`config.mk`:
```
export PLATFORM = sky130hd
export DESIGN_NAME = bbsb_queue
export DESIGN_NICKNAME = d
export VERILOG_FILES = /design/src/rtl/bounding_box_and_sphere_builder_assert.svh /design/src/rtl/bbsb_queue.sv
export SDC_FILE = /design/constraint.sdc
export NUM_CORES = 1
export LEC_CHECK = 0
export BUFFER_PORTS_ARGS = -buffer_cell sky130_fd_sc_hd__buf_2
export CORE_MARGIN = 2
export CORE_UTILIZATION = 56
export CTS_BUF_LIST = sky130_fd_sc_hd__clkbuf_4 sky130_fd_sc_hd__clkbuf_8 sky130_fd_sc_hd__clkbuf_16
export DETAILED_ROUTE_END_ITERATION = 16
export PLACE_DENSITY = 0.8
export SETUP_SLACK_MARGIN = 0.1
export SLEW_MARGIN = 10
export SYNTH_ARGS = -nofsm -noshare
export SYNTH_HDL_FRONTEND = slang
export SYNTH_SLANG_ARGS = --single-unit
```
`constraint.sdc`:
```
create_clock -name clk -period 2.1 [get_ports clk]
set_input_delay 0.525 -clock clk [delete_from_list [all_inputs] [get_ports clk]]
set_output_delay 0.525 -clock clk [all_outputs]
set_load 0.02 [all_outputs]
```
`src/rtl/bounding_box_and_sphere_builder_assert.svh`:
```
// Assertion macros for the bounding box and sphere builder.
// Each macro expects clk and arst_n to be visible where it is used.
`ifndef BOUNDING_BOX_AND_SPHERE_BUILDER_ASSERT_SVH
`define BOUNDING_BOX_AND_SPHERE_BUILDER_ASSERT_SVH

// Same-cycle implication, checked out of reset.
`define BBSB_ASSERT_IMPLIES(lbl, ante, cons, msg) \
	lbl: assert property (@(posedge clk) disable iff (!arst_n) (ante) |-> (cons)) \
		else $error(msg);

// Next-cycle implication, checked out of reset.
`define BBSB_ASSERT_NEXT(lbl, ante, cons, msg) \
	lbl: assert property (@(posedge clk) disable iff (!arst_n) (ante) |=> (cons)) \
		else $error(msg);

`endif

```
`src/rtl/bbsb_queue.sv`:
```
// Small first-in first-out queue of raw bit words.
// No dependencies; used between front and back and at the result side.
`timescale 1ns / 1ps

module bbsb_queue #(
	parameter int WIDTH = 32,
	parameter int DEPTH = 4,
	localparam int AW = (DEPTH > 1) ? $clog2(DEPTH) : 1,
	localparam int CW = $clog2(DEPTH + 1)
) (
	input  logic             clk,
	input  logic             arst_n,
	input  logic             wr_en,
	input  logic [WIDTH-1:0] wr_data,
	input  logic             rd_en,
	output logic [WIDTH-1:0] rd_data,
	output logic [CW-1:0]    count,
	output logic             is_empty,
	output logic             is_full
);

	logic [WIDTH-1:0] mem [DEPTH];
	logic [AW-1:0]    wr_ptr_q;
	logic [AW-1:0]    rd_ptr_q;
	logic [CW-1:0]    count_q;

	function automatic logic [AW-1:0] next_ptr(input logic [AW-1:0] p);
		return (p == AW'(DEPTH - 1)) ? '0 : p + AW'(1);
	endfunction

	always_ff @(posedge clk) begin
		if (wr_en) begin
			mem[wr_ptr_q] <= wr_data;
		end
	end

	always_ff @(posedge clk or negedge arst_n) begin
		if (!arst_n) begin
			wr_ptr_q <= '0;
			rd_ptr_q <= '0;
			count_q  <= '0;
		end else begin
			if (wr_en) begin
				wr_ptr_q <= next_ptr(wr_ptr_q);
			end
			if (rd_en) begin
				rd_ptr_q <= next_ptr(rd_ptr_q);
			end
			if (wr_en && !rd_en) begin
				count_q <= count_q + CW'(1);
			end else if (rd_en && !wr_en) begin
				count_q <= count_q - CW'(1);
			end
		end
	end

	assign rd_data  = mem[rd_ptr_q];
	assign count    = count_q;
	assign is_empty = (count_q == '0);
	assign is_full  = (count_q == CW'(DEPTH));

endmodule

```
# ---- Yosys cells after proc, flatten, opt, wreduce, memory -nomap -nowiden
# Memory sizes are Yosys's and may differ from the RTL's.
# Index checks and enable logic that the tools add are counted.
dict set report op_classes {
  add_sub_neg 4
  eq_ne 3
  mux 6
  n_reduce_logical 6
}
# op count
set ops {}
lappend ops {{$mux 3} 2}
lappend ops {{$add 2x1->2 const B} 2}
lappend ops {{$eq 2x2->1 const B} 2}
lappend ops {{$mux 2} 2}
lappend ops {{$add 3x1->3 const B} 1}
lappend ops {{$eq 3x3->1 const B} 1}
lappend ops {{$logic_not 3->1} 1}
lappend ops {{$sub 3x1->3 const B} 1}
lappend ops {{$logic_and 1x1->1} 2}
lappend ops {{$logic_not 1->1} 2}
lappend ops {{$mux 1} 2}
lappend ops {{$reduce_bool 2->1} 1}
dict set report totals {
  ff_bits 7
  ramBits 128
  inputBits 36
  output_inout_bits 37
  memories 1
}
# name words word_bits read_ports rd_ports_with_merged_regs write_ports line
set mem_list {}
lappend mem_list {mem 4 32 1 0 1 bbsb_queue.sv:22} ;# logic [WIDTH-1:0] mem [DEPTH];

# ---- Longest topological paths before layout
# Gate-level depths: netlist (run 1).
dict set report depth {
  ltp_word 4
  ltp_mapped 7
  mapped_depth_nobuf 7
}

# ---- Least setup slack after synthesis (run 1)
# No wires, ideal clock.
dict set report synth_timing {
  kind {register -> register}
  from {register wr_ptr_q[0]}
  to {memory mem[2][0], enable pin}
  setup_time_ns 0.392
  arrival_ns 1.413
  path_slack_ns 0.295
  path_stages_with_launch 4
  path_buffers 0
  synth_period_minus_slack_ns 1.805
  cell_sequence {dfrtp_1 > inv_1 > ha_1 > and2_1}
}
# element line
set synth_lines {}
lappend synth_lines {{start: declaration} bbsb_queue.sv:23} ;# logic [AW-1:0] wr_ptr_q;
lappend synth_lines {{start signal: assignment} bbsb_queue.sv:44} ;# wr_ptr_q <= next_ptr(wr_ptr_q);
lappend synth_lines {{end: declaration} bbsb_queue.sv:22}
# No word-level cell before the write port.

# ---- Worst setup path in the final report (run 1)
dict set report layout_timing {
  from {register rd_ptr_q[0]}
  to {output rd_data[3]}
}
dict set report layout_via {
  elab_chain_len 1
}
# element line
set layout_rtl {}
lappend layout_rtl {{start: declaration} bbsb_queue.sv:24} ;# logic [AW-1:0] rd_ptr_q;
lappend layout_rtl {{start signal: assignment} bbsb_queue.sv:47} ;# rd_ptr_q <= next_ptr(rd_ptr_q);
lappend layout_rtl {{$mem_v2 4x32} --}
lappend layout_rtl {{end: declaration} bbsb_queue.sv:16} ;# output logic [WIDTH-1:0] rd_data,
# Every way passes these cells.

==> impl_metrics.ini, run 1 <==
[outcome]
outcome = finished with violations
violations = setup timing

[worst_setup_path]
critPathLaunch = rd_ptr_q[0]$_DFFE_PN0P_
critical_path.cell_chain = buf_12, mux4_2, buf_2
worstReg2RegStart = wr_ptr_q[0]$_DFFE_PN0P_
worst-endpoint-arrival_ps = 1830
worstPathMaxFanout = 20
crit_type = reg2out
worst-r2r-cell-count = 4
critical_path_required_ps = 1570
timing.critical_path.to_type = primary output
critPathMaxStageDelay_ps = 540
cp-start-kind = flop
reg2reg_setup_slack_ps = 640
crit-reg2reg-capture = mem[0][17]$_DFFE_PP_
crit_path_top_delay_cell = mux4_2

[synthesis]
yosysMostFrequentCell = edfxtp_1
seq_area_frac_synth = 0.791
synth-main-ff-cell = edfxtp_1
yosys.cell_types.count = 20
mappedNetlistArea_mm2 = 0.00508
post_synth_main_area_contributors = edfxtp_1, mux4_2, dfrtp_1, mux4_1, ha_1
asyncSetResetFlopFracSynth = 0.0519
syn_avg_cell_area_um2 = 24.8
synth-warning-count = 0
netlist_top_cells_count = edfxtp_1, mux4_2, dfrtp_1, ha_1
synth_largest_type_area_fraction = 0.756
postSynthCellCount = 205
synth_enable_flop_cells = 128
ys_seq_elements = 135
synth.net_count = 248
synth_area_leader_cell = edfxtp_1

[global_routing]
top_usage_layer = met2
grt_max_degree = 35
grt_util_met3 = 0.0492
grt_remaining_overflow = 0
wire_length_of_the_first_global_routing_pass_mm = 13.5
via_count_of_the_first_global_routing_pass = 2520
grt_antenna_before_repair = 0
global_route.usage.total = 0.189
groute.layer.met2.usage = 0.309
gr-usage-met1 = 0.243

[clocking]
max-clock-path-buffers = 2
clock_insertion_delay_worst_skew_ps = 490
cts.repair_timing.setup_buffer_count = 0
cts_tree = yes
clock_sink_count = 135
clkSlewWorstSetupHoldPaths_ps = 60
cts-htree-levels = 4
tritoncts.num_buffers = 17
clock-root-buffer = clkbuf_8

[die]
die_w_um = 99.3
std_cell_rows = 34
floorplan.die.height_um = 99.3
floorplan.die_area_mm2 = 0.00985
design.core.area_mm2 = 0.00876
initial_utilization = 0.580
io-pin-count = 73

[sta]
setup_repair_after_global_routing_missed_its_margin = yes
tightest_slew_ps = 317
timing.final.setup_violations = 32
drv_slew = 0
final_hold_viol_count = 0
whs_ps = 239
slew-limit-headroom = 0.789
skew_ps = 5.97
timing.final.crit_share = 1.12
post-route-worst-setup-slack_ps = -260
timing.fmax_mhz = 424
final_period_minus_worst_setup_slack_ps = 2360

[pwr]
power_per_cell_area_mw_per_mm2 = 1480
static-leakage-power_nw = 2.24
max-vdd-ir-drop_uv = 745

[cells_and_area]
non_filler_cells_in_the_finished_layout = 421
antenna_cells_inserted = 0
multi_input_gate_area_in_the_final_layout_um2 = 958
layout.area.seq_mm2 = 0.00402
final_net_count = 343
final.fill_count = 533
area_growth_syn_to_layout_pct = 22.7
drive_above_1_share = 0.482

[placement]
dp_hpwl_mm = 5.16
place.port_buffers = 72
placed_cells = 388
place_congestion = 0.662

[hold_path]
worstHoldPathType = in2reg
hold_depth = 1
worst_hold_path.endpoint = mem[0][23]$_DFFE_PP_
min_from = wr_data[23]

[detailed_routing]
detail_route.first_pass.iterations = 4
antenna_violating_nets_post_route = 0
drtIter0Drc = 157
route.detailed.drc = 0
via_per_inst = 5.56
wl_mm = 8.41
vias = 2340
avgRoutedWirePerCell_um = 20.0

[run]
drv_cap = 0
metal layers:
metal	vias to the layer above	part of all wire
li1	1056	-
met1	1189	0.40
met2	85	0.53
met3	10	0.057
met4	0	0.012
met5	-	0
through the flow:
stage | util | worst slack [ps] | power (mW) | TNS (ps) | instance area, µm²
after floorplan | - | 295 | 5.64 | 0 | 5080
after global placement | 0.643 | 252 | 6.41 | 0 | 5640
after detailed placement | 0.643 | 230 | 6.48 | 0 | 5640
after CTS | 0.711 | -308 | 9.36 | -8490 | 6230
after global routing | 0.711 | -349 | 9.66 | -9740 | 6230
final | 0.711 | -260 | 9.23 | -7130 | 6230
power breakdown:
group          switching, mW  leakage (nW)  total (mW)  internal [mW]
Sequential             0.165          1.26        3.63           3.47
Clock                   1.10         0.276        2.82           1.71
Combinational           1.55         0.705        2.78           1.23
registers in the layout, summed over array words and instances, names as in the netlist:
register and flops:
mem 128, count 3, rd_ptr_q 2, wr_ptr_q 2
timing repair:
action / 4_1_cts / 5_1_grt
setup endpoints to repair: 32 / 32
gates cloned: 0 / 0
endpoints found under the hold margin: 7 / 0
hold buffers: 1 / 0
resized for setup: 3 / 0
cell type report:
class	instances	share of cell area
flip-flops and latches	135	0.645
inverters	4	0.00241
clock buffers	17	0.0665
multi-input cells	58	0.154
repair buffers	84	0.0837
clock inverters	15	0.0269
well taps	108	0.0217
cells in the final DEF (no fill, tap or decap), types with 3 or more instances in the layout:
cell,instances
inv_1,4
edfxtp_1,128
buf_2,71
mux4_1,3
mux4_2,29
clkinv_4,3
buf_4,6
mux2_2,3
clkinvlp_4,3
buf_12,5
nor2_1,3
clkbuf_16,16
inv_6,5
ha_1,6
and2_2,4
dfrtp_1,6
worst max-delay path by stage:
stage,endpoint,slack [ps],cells after the start
after floorplan,mem[2][0]$_DFFE_PP_,300,3
after CTS,rd_data[3],-310,3
after global routing,rd_data[27],-350,3
after detailed placement,rd_data[25],230,3
final,rd_data[3],-260,3
after global placement,rd_data[13],250,3
critical path, delay by kind of cell (launching register included):
kind | cells | cell delay [ps]
muxes | 1 | 540
DFF | 1 | 410
buffers and inverters | 2 | 390
cell families (layout without fill, tap and decap cells):
kind of cell               Yosys count  count (layout)  synth area share
xor gates and xnor gates             3               3           0.00517
AOI/OAI and AO/OA                    2               2           0.00197
buffers and inverters               12             120            0.0207
DFF                                135             135             0.791
and+or+nand+nor                     11              11            0.0111
adders and majority gates            7               7            0.0187
muxes                               35              35             0.151
(Power assumes the default switching activity.)
==> run 2: changes to the inputs <==
--- a/config.mk
+++ b/config.mk
@@ -5,13 +5,14 @@
 export SDC_FILE = /design/constraint.sdc
 export NUM_CORES = 1
 export LEC_CHECK = 0
+export ABC_AREA = 1
 export BUFFER_PORTS_ARGS = -buffer_cell sky130_fd_sc_hd__buf_2
 export CORE_MARGIN = 2
-export CORE_UTILIZATION = 56
+export CORE_UTILIZATION = 57
 export CTS_BUF_LIST = sky130_fd_sc_hd__clkbuf_4 sky130_fd_sc_hd__clkbuf_8 sky130_fd_sc_hd__clkbuf_16
 export DETAILED_ROUTE_END_ITERATION = 16
-export PLACE_DENSITY = 0.8
-export SETUP_SLACK_MARGIN = 0.1
+export PLACE_DENSITY = 0.81
+export SETUP_SLACK_MARGIN = 0.05
 export SLEW_MARGIN = 10
 export SYNTH_ARGS = -nofsm -noshare
 export SYNTH_HDL_FRONTEND = slang
==> constraint.sdc (replaced) <==
create_clock -name clk -period 2.31 [get_ports clk]
set_input_delay 0.5775 -clock clk [delete_from_list [all_inputs] [get_ports clk]]
set_output_delay 0.5775 -clock clk [all_outputs]
set_load 0.02 [all_outputs]
==> run 2 against run 1 <==
The flow still finishes with violations (setup timing). Synthesized cell count up 110%. Register-to-register slack better by 50 ps. Largest power group is now combinational logic. Synthesized area rose by 9.4%. Global-route usage is 3.6 points higher. Largest cell class unchanged. Non-clock buffer count rose by 13. Clock-buffer cell count is 3 higher. Highest routed layer unchanged. Power rose by 5.0%. Combinational power up 25%.
==> impl_metrics.ini, run 2 <==
[synthesis]
postSynthCellCount = 426
yosys.cell_types.count = 18
ys_seq_elements = 135
synth_enable_flop_cells = 128
netlist_top_cells_count = edfxtp_1, nand2_1, inv_1, o211ai_1, buf_6
syn_avg_cell_area_um2 = 13.0
synth_area_leader_cell = edfxtp_1
synth.net_count = 469
mappedNetlistArea_mm2 = 0.00556
synth_largest_type_area_fraction = 0.691
synth-main-ff-cell = edfxtp_1
yosysMostFrequentCell = edfxtp_1
seq_area_frac_synth = 0.723
synth-warning-count = 0
post_synth_main_area_contributors = edfxtp_1, o211ai_1, nand2_1, inv_1, dfrtp_1
asyncSetResetFlopFracSynth = 0.0519

[clocking]
cts_tree = yes
cts-htree-levels = 4
clock_sink_count = 135
tritoncts.num_buffers = 17
clkSlewWorstSetupHoldPaths_ps = 60
clock_insertion_delay_worst_skew_ps = 520
clock-root-buffer = clkbuf_8
max-clock-path-buffers = 2

[run]
drv_cap = 0

[cells_and_area]
most_flops_register = mem
layout.cells.most_common_list = edfxtp_1, nand2_1, inv_1
final.fill_count = 590
area_growth_syn_to_layout_pct = 25.5
non_filler_cells_in_the_finished_layout = 668
number_of_flip_flops_in_the_largest_register = 128
final_net_count = 565
drive_above_1_share = 0.249
layout.core_utilization = 0.724
antenna_cells_inserted = 0
most_common_library_cell_in_the_layout_ignoring_fill_and_taps = edfxtp_1

[die]
die_w_um = 103
design.core.area_mm2 = 0.00964
floorplan.die_area_mm2 = 0.0106
initial_utilization = 0.577
floorplan.die.height_um = 103
std_cell_rows = 36
io-pin-count = 73

[worst_setup_path]
cp-start-kind = flop
critical_path_required_ps = 1730
critPathMaxStageDelay_ps = 460
critical_path.cell_chain = inv_8, buf_16, nand2_1, o211ai_1, nand2_1, buf_6
worstPathMaxFanout = 25
critPathLaunch = rd_ptr_q[0]$_DFFE_PN0P_
crit_type = reg2out
critPathTopFamily = buffers and inverters
worst-endpoint-arrival_ps = 1800
timing.critical_path.to_type = primary output
crit_path_top_delay_cell = dfrtp_2
cp_common_cell = nand2_1
critPathBufInv = 3
worstReg2RegStart = wr_ptr_q[1]$_DFFE_PN0P_

[sta]
final_period_minus_worst_setup_slack_ps = 2380
timing.final.setup_violations = 11
slew-limit-headroom = 0.740
timing.fmax_mhz = 421
final_hold_viol_count = 0
tightest_slew_ps = 389
skew_ps = 8.90
whs_ps = 263
timing.final.crit_share = 1.03
drv_slew = 0
post-route-worst-setup-slack_ps = -66.0
setup_repair_after_global_routing_missed_its_margin = yes

[global_routing]
grt_remaining_overflow = 0
wire_length_of_the_first_global_routing_pass_mm = 17.0
global_route.usage.total = 0.225
via_count_of_the_first_global_routing_pass = 3564
grt_antenna_before_repair = 0
grt_max_degree = 45

[pwr]
power_per_cell_area_mw_per_mm2 = 1390
static-leakage-power_nw = 2.95
max-vdd-ir-drop_uv = 723
power.total_mw = 9.69

[detailed_routing]
avgRoutedWirePerCell_um = 17.2
vias = 3594
wl_mm = 11.5
antenna_violating_nets_post_route = 0
drtIter0Drc = 313
route.detailed.drc = 0
via_per_inst = 5.38
detail_route.first_pass.iterations = 5

[placement]
place_congestion = 0.725
detailedPlace.worstSlack_ps = 330
placed_cells = 625
dp_hpwl_mm = 6.21
place.port_buffers = 72

[outcome]
outcome = finished with violations
violations = setup timing

[hold_path]
min_from = wr_data[20]
worstHoldPathType = in2reg
run 2: cell count changes in the layout (fill, tap and decap cells not counted), moves of 18 or more:
cell	delta
inv_1	+71
o211ai_1	+64
buf_2	-18
nand2_1	+108
mux4_2	-29
buf_6	+18
run 2: worst paths after layout:
kind | end | cells past startpoint | slack [ps]
min | mem[1][20]$_DFFE_PP_ | 1 | 260
max reg2reg | mem[1][26]$_DFFE_PP_ | 5 | 690
min reg2reg | count[2]$_DFFE_PN0P_ | 2 | 550
min in group asynchronous | count[2]$_DFFE_PN0P_ | 2 | 420
max | rd_data[5] | 6 | -70
max in group asynchronous | rd_ptr_q[0]$_DFFE_PN0P_ | 2 | 1700
run 2: report_power, final:
group / internal, mW / switching (mW) / total, mW
Sequential: 3.15 / 0.161 / 3.31
Clock: 1.93 / 0.968 / 2.90
Combinational: 1.36 / 2.11 / 3.48
run 2: layer usage:
metal | vias to the layer above | share of wire | routed length [µm] | global-route usage
met3 | 28 | 0.070 | 802 | 0.0739
met5 | - | 0 | 0 | 0
li1 | 1671 | - | - | -
met4 | 0 | 0.027 | 305 | 0.121
met2 | 153 | 0.53 | 6050 | 0.380
met1 | 1742 | 0.38 | 4340 | 0.255
run 2: logic make-up (layout without fill, tap and decap cells):
logic type | count (synthesis) | after routing | synth area share
AO/OA/AOI/OAI | 68 | 68 | 0.0900
buffers and inverters | 98 | 207 | 0.0882
AND/OR/NAND/NOR | 117 | 117 | 0.0801
flip-flops | 135 | 135 | 0.723
adder cells (fa/ha/maj) | 7 | 7 | 0.0171
XOR/XNOR | 1 | 1 | 0.00158
run 2: worst reg2reg max path, stage by stage, from the launching register on:
cell and delay (ps):
dfrtp_1 400, inv_1 120, ha_1 190, nand2_1 60, inv_1 300, buf_4 260
run 2: area by class of cell:
type                            instances  area [µm²]  area share
Clock buffer                           20         449      0.0644
Clock inverter                         12         199      0.0285
Inverter                               77         300      0.0430
Multi-Input combinational cell        193        1050       0.151
Sequential cell                       135        4020       0.576
Tap cell                              133         166      0.0238
Timing Repair Buffer                   97         787       0.113
Timing Repair inverter                  1        5.00    0.000717
run 2: repair_timing:
item	in CTS	in global routing
resized for setup	44	6
hold buffers	1	0
pin swaps	5	2
setup buffers	7	0
gates cloned	2	1
endpoints found under the hold margin	7	0
setup endpoints to repair	32	32
run 2: per-stage QoR:
step / cell area, µm² / TNS (ps)
after floorplan: 5560 / 0
after global placement: 6050 / 0
after detailed placement: 6050 / 0
after CTS: 6930 / -15.7
after global routing: 6980 / -1580
final: 6980 / -259
==> run 3: changes to the inputs <==
--- a/config.mk
+++ b/config.mk
@@ -7,11 +7,13 @@
 export LEC_CHECK = 0
 export ABC_AREA = 1
 export BUFFER_PORTS_ARGS = -buffer_cell sky130_fd_sc_hd__buf_2
+export CELL_PAD_IN_SITES_DETAIL_PLACEMENT = 0
+export CELL_PAD_IN_SITES_GLOBAL_PLACEMENT = 2
 export CORE_MARGIN = 2
-export CORE_UTILIZATION = 57
+export CORE_UTILIZATION = 39
 export CTS_BUF_LIST = sky130_fd_sc_hd__clkbuf_4 sky130_fd_sc_hd__clkbuf_8 sky130_fd_sc_hd__clkbuf_16
 export DETAILED_ROUTE_END_ITERATION = 16
-export PLACE_DENSITY = 0.81
+export PLACE_DENSITY = 0.8
 export SETUP_SLACK_MARGIN = 0.05
 export SLEW_MARGIN = 10
 export SYNTH_ARGS = -nofsm -noshare
==> run 3 against run 2 <==
The run now ends clean. Design area is 3.4% lower. Critical path depth did not move. Global-route usage is 7.2 points lower. Sequential power about the same. Power fell by 9.9%. Non-clock buffer count is 8 lower. Clock-buffer cell count grew 1. Wire length shrank 6.7%. Die area grew 44%. First-iteration DRC count fell by 60%. Clock power shrank 15%. Worst setup slack better by 210 ps.
==> impl_metrics.ini, run 3 (synthesis gave the netlist of run 2 again) <==
[detailed_routing]
vias = 3289
detail_route.first_pass.iterations = 4
drtIter0Drc = 126
route.detailed.drc = 0
antenna_violating_nets_post_route = 0
wl_mm = 10.7
avgRoutedWirePerCell_um = 15.2
via_per_inst = 4.67

[sta]
setup_repair_after_global_routing_missed_its_margin = yes
timing.final.setup_violations = 0
slew-limit-headroom = 0.707
post-route-worst-setup-slack_ps = 143
final_period_minus_worst_setup_slack_ps = 2170
whs_ps = 384
drv_slew = 0
timing.fmax_mhz = 461
skew_ps = 8.34
final_hold_viol_count = 0
timing.final.crit_share = 0.938
tightest_slew_ps = 439
setup-tns-final_ps = 0

[clocking]
clock_insertion_delay_worst_skew_ps = 400
tritoncts.num_buffers = 17
max-clock-path-buffers = 2
clkSlewWorstSetupHoldPaths_ps = 50
clock-root-buffer = clkbuf_16
cts_tree = yes
cts-htree-levels = 4
clock_sink_count = 135

[cells_and_area]
final_net_count = 557
layout.cells.most_common_list = edfxtp_1, nand2_1, inv_1, buf_2, o211ai_1
antenna_cells_inserted = 0
most_flops_register = mem
most_common_library_cell_in_the_layout_ignoring_fill_and_taps = edfxtp_1
number_of_flip_flops_in_the_largest_register = 128
area_growth_syn_to_layout_pct = 21.3
drive_above_1_share = 0.227

[die]
floorplan.die_area_mm2 = 0.0152
std_cell_rows = 43
die_w_um = 123
floorplan.die.height_um = 123
design.core.area_mm2 = 0.0139
io-pin-count = 73
initial_utilization = 0.400

[global_routing]
grt_antenna_before_repair = 0
via_count_of_the_first_global_routing_pass = 3122
global_route.usage.total = 0.153
grt_remaining_overflow = 0
wire_length_of_the_first_global_routing_pass_mm = 16.5
grt_max_degree = 35

[worst_setup_path]
worstPathMaxFanout = 34
worst-endpoint-arrival_ps = 1590
crit_type = reg2out
cp-start-kind = flop
timing.critical_path.to_type = primary output
critical_path_required_ps = 1730

[hold_path]
worstHoldPathType = in2reg

[pwr]
pwr-share-comb = 0.341
max-vdd-ir-drop_uv = 663
power_per_cell_area_mw_per_mm2 = 1300
power.share.sequential = 0.377
p_switching_mw = 2.97
netSwitchingFraction = 0.340
part_of_the_total_power_dissipated_in_the_clock_network = 0.282
static-leakage-power_nw = 2.81
power.internal_mw = 5.76

[placement]
place_congestion = 0.736
detailedPlace.worstSlack_ps = 396
place.port_buffers = 72
dp_hpwl_mm = 6.49

[outcome]
outcome = finished, final reports clean

[run]
drv_cap = 0
run 3: changes by cell type in the layout (fill, tap and decap cells not counted), moves of 4 or more:
| cell | change |
|---|---|
| inv_2 | +4 |
| buf_4 | -9 |
| buf_2 | +19 |
| buf_6 | -18 |
| clkinv_1 | +5 |
run 3: path summary, 6_finish.rpt:
| path | startpoint | to | slack (ps) | cells past startpoint |
|---|---|---|---|---|
| setup reg to reg | wr_ptr_q[0]$_DFFE_PN0P_ | mem[2][25]$_DFFE_PP_ | 700 | 5 |
| max in group asynchronous | arst_n | rd_ptr_q[0]$_DFFE_PN0P_ | 1570 | 2 |
| hold / removal | wr_data[14] | mem[3][14]$_DFFE_PP_ | 380 | 1 |
| setup / recovery | rd_ptr_q[0]$_DFFE_PN0P_ | rd_data[12] | 140 | 6 |
| min in group asynchronous | arst_n | wr_ptr_q[1]$_DFFE_PN0P_ | 560 | 2 |
| hold reg to reg | count[2]$_DFFE_PN0P_ | count[2]$_DFFE_PN0P_ | 530 | 2 |
run 3: stage by stage:
| step | total power [mW] | std cells | utilization | area, µm² |
|---|---|---|---|---|
| finish | 8.73 | 704 | 0.486 | 6740 |
| global route | 9.27 | 704 | 0.486 | 6740 |
| CTS | 8.86 | 704 | 0.485 | 6740 |
| detailed placement | 6.22 | 669 | 0.440 | 6110 |
| global placement | 6.18 | 669 | 0.440 | 6110 |
| floorplan | 5.35 | 426 | - | 5560 |
run 3: critical path: stages, from the launching register on:
cell and delay, ps:
dfrtp_2 440, inv_8 120, buf_12 190, nand2_1 70, o211ai_1 80, nand2_1 100
buf_2 170
run 3: routing by layer:
metal	up-vias	track usage	wire length, µm
met3	10	0.0512	470
met4	0	0.0554	123
met5	-	0	0
li1	1648	-	-
met2	66	0.257	5470
met1	1565	0.182	4660
run 3: cell type report:
class / count / area (µm²)
Timing Repair inverter: 1 / 6.26
Sequential cell: 135 / 4020
Timing Repair Buffer: 89 / 604
Fill cell: 1212 / 7140
Inverter: 77 / 297
Multi-Input combinational cell: 193 / 1050
Tap cell: 180 / 225
Clock buffer: 21 / 455
Clock inverter: 8 / 83.8
run 3: what timing repair did:
action | CTS | global route
setup buffers | 3 | 0
setup endpoints to repair | 28 | 32
hold buffers | 1 | 0
endpoints found under the hold margin | 7 | 0
resized for setup | 5 | 4
pin swaps | 0 | 0
cloned | 2 | 0
run 3: power groups by stage:
| stage | Sequential (mW) | Clock (mW) | Combinational (mW) |
|---|---|---|---|
| floorplan | 3.34 | 0 | 2.01 |
| global placement | 3.32 | 0 | 2.86 |
| detailed placement | 3.34 | 0 | 2.89 |
| CTS | 3.30 | 2.52 | 3.04 |
| global route | 3.33 | 2.63 | 3.31 |
| finish | 3.29 | 2.46 | 2.98 |
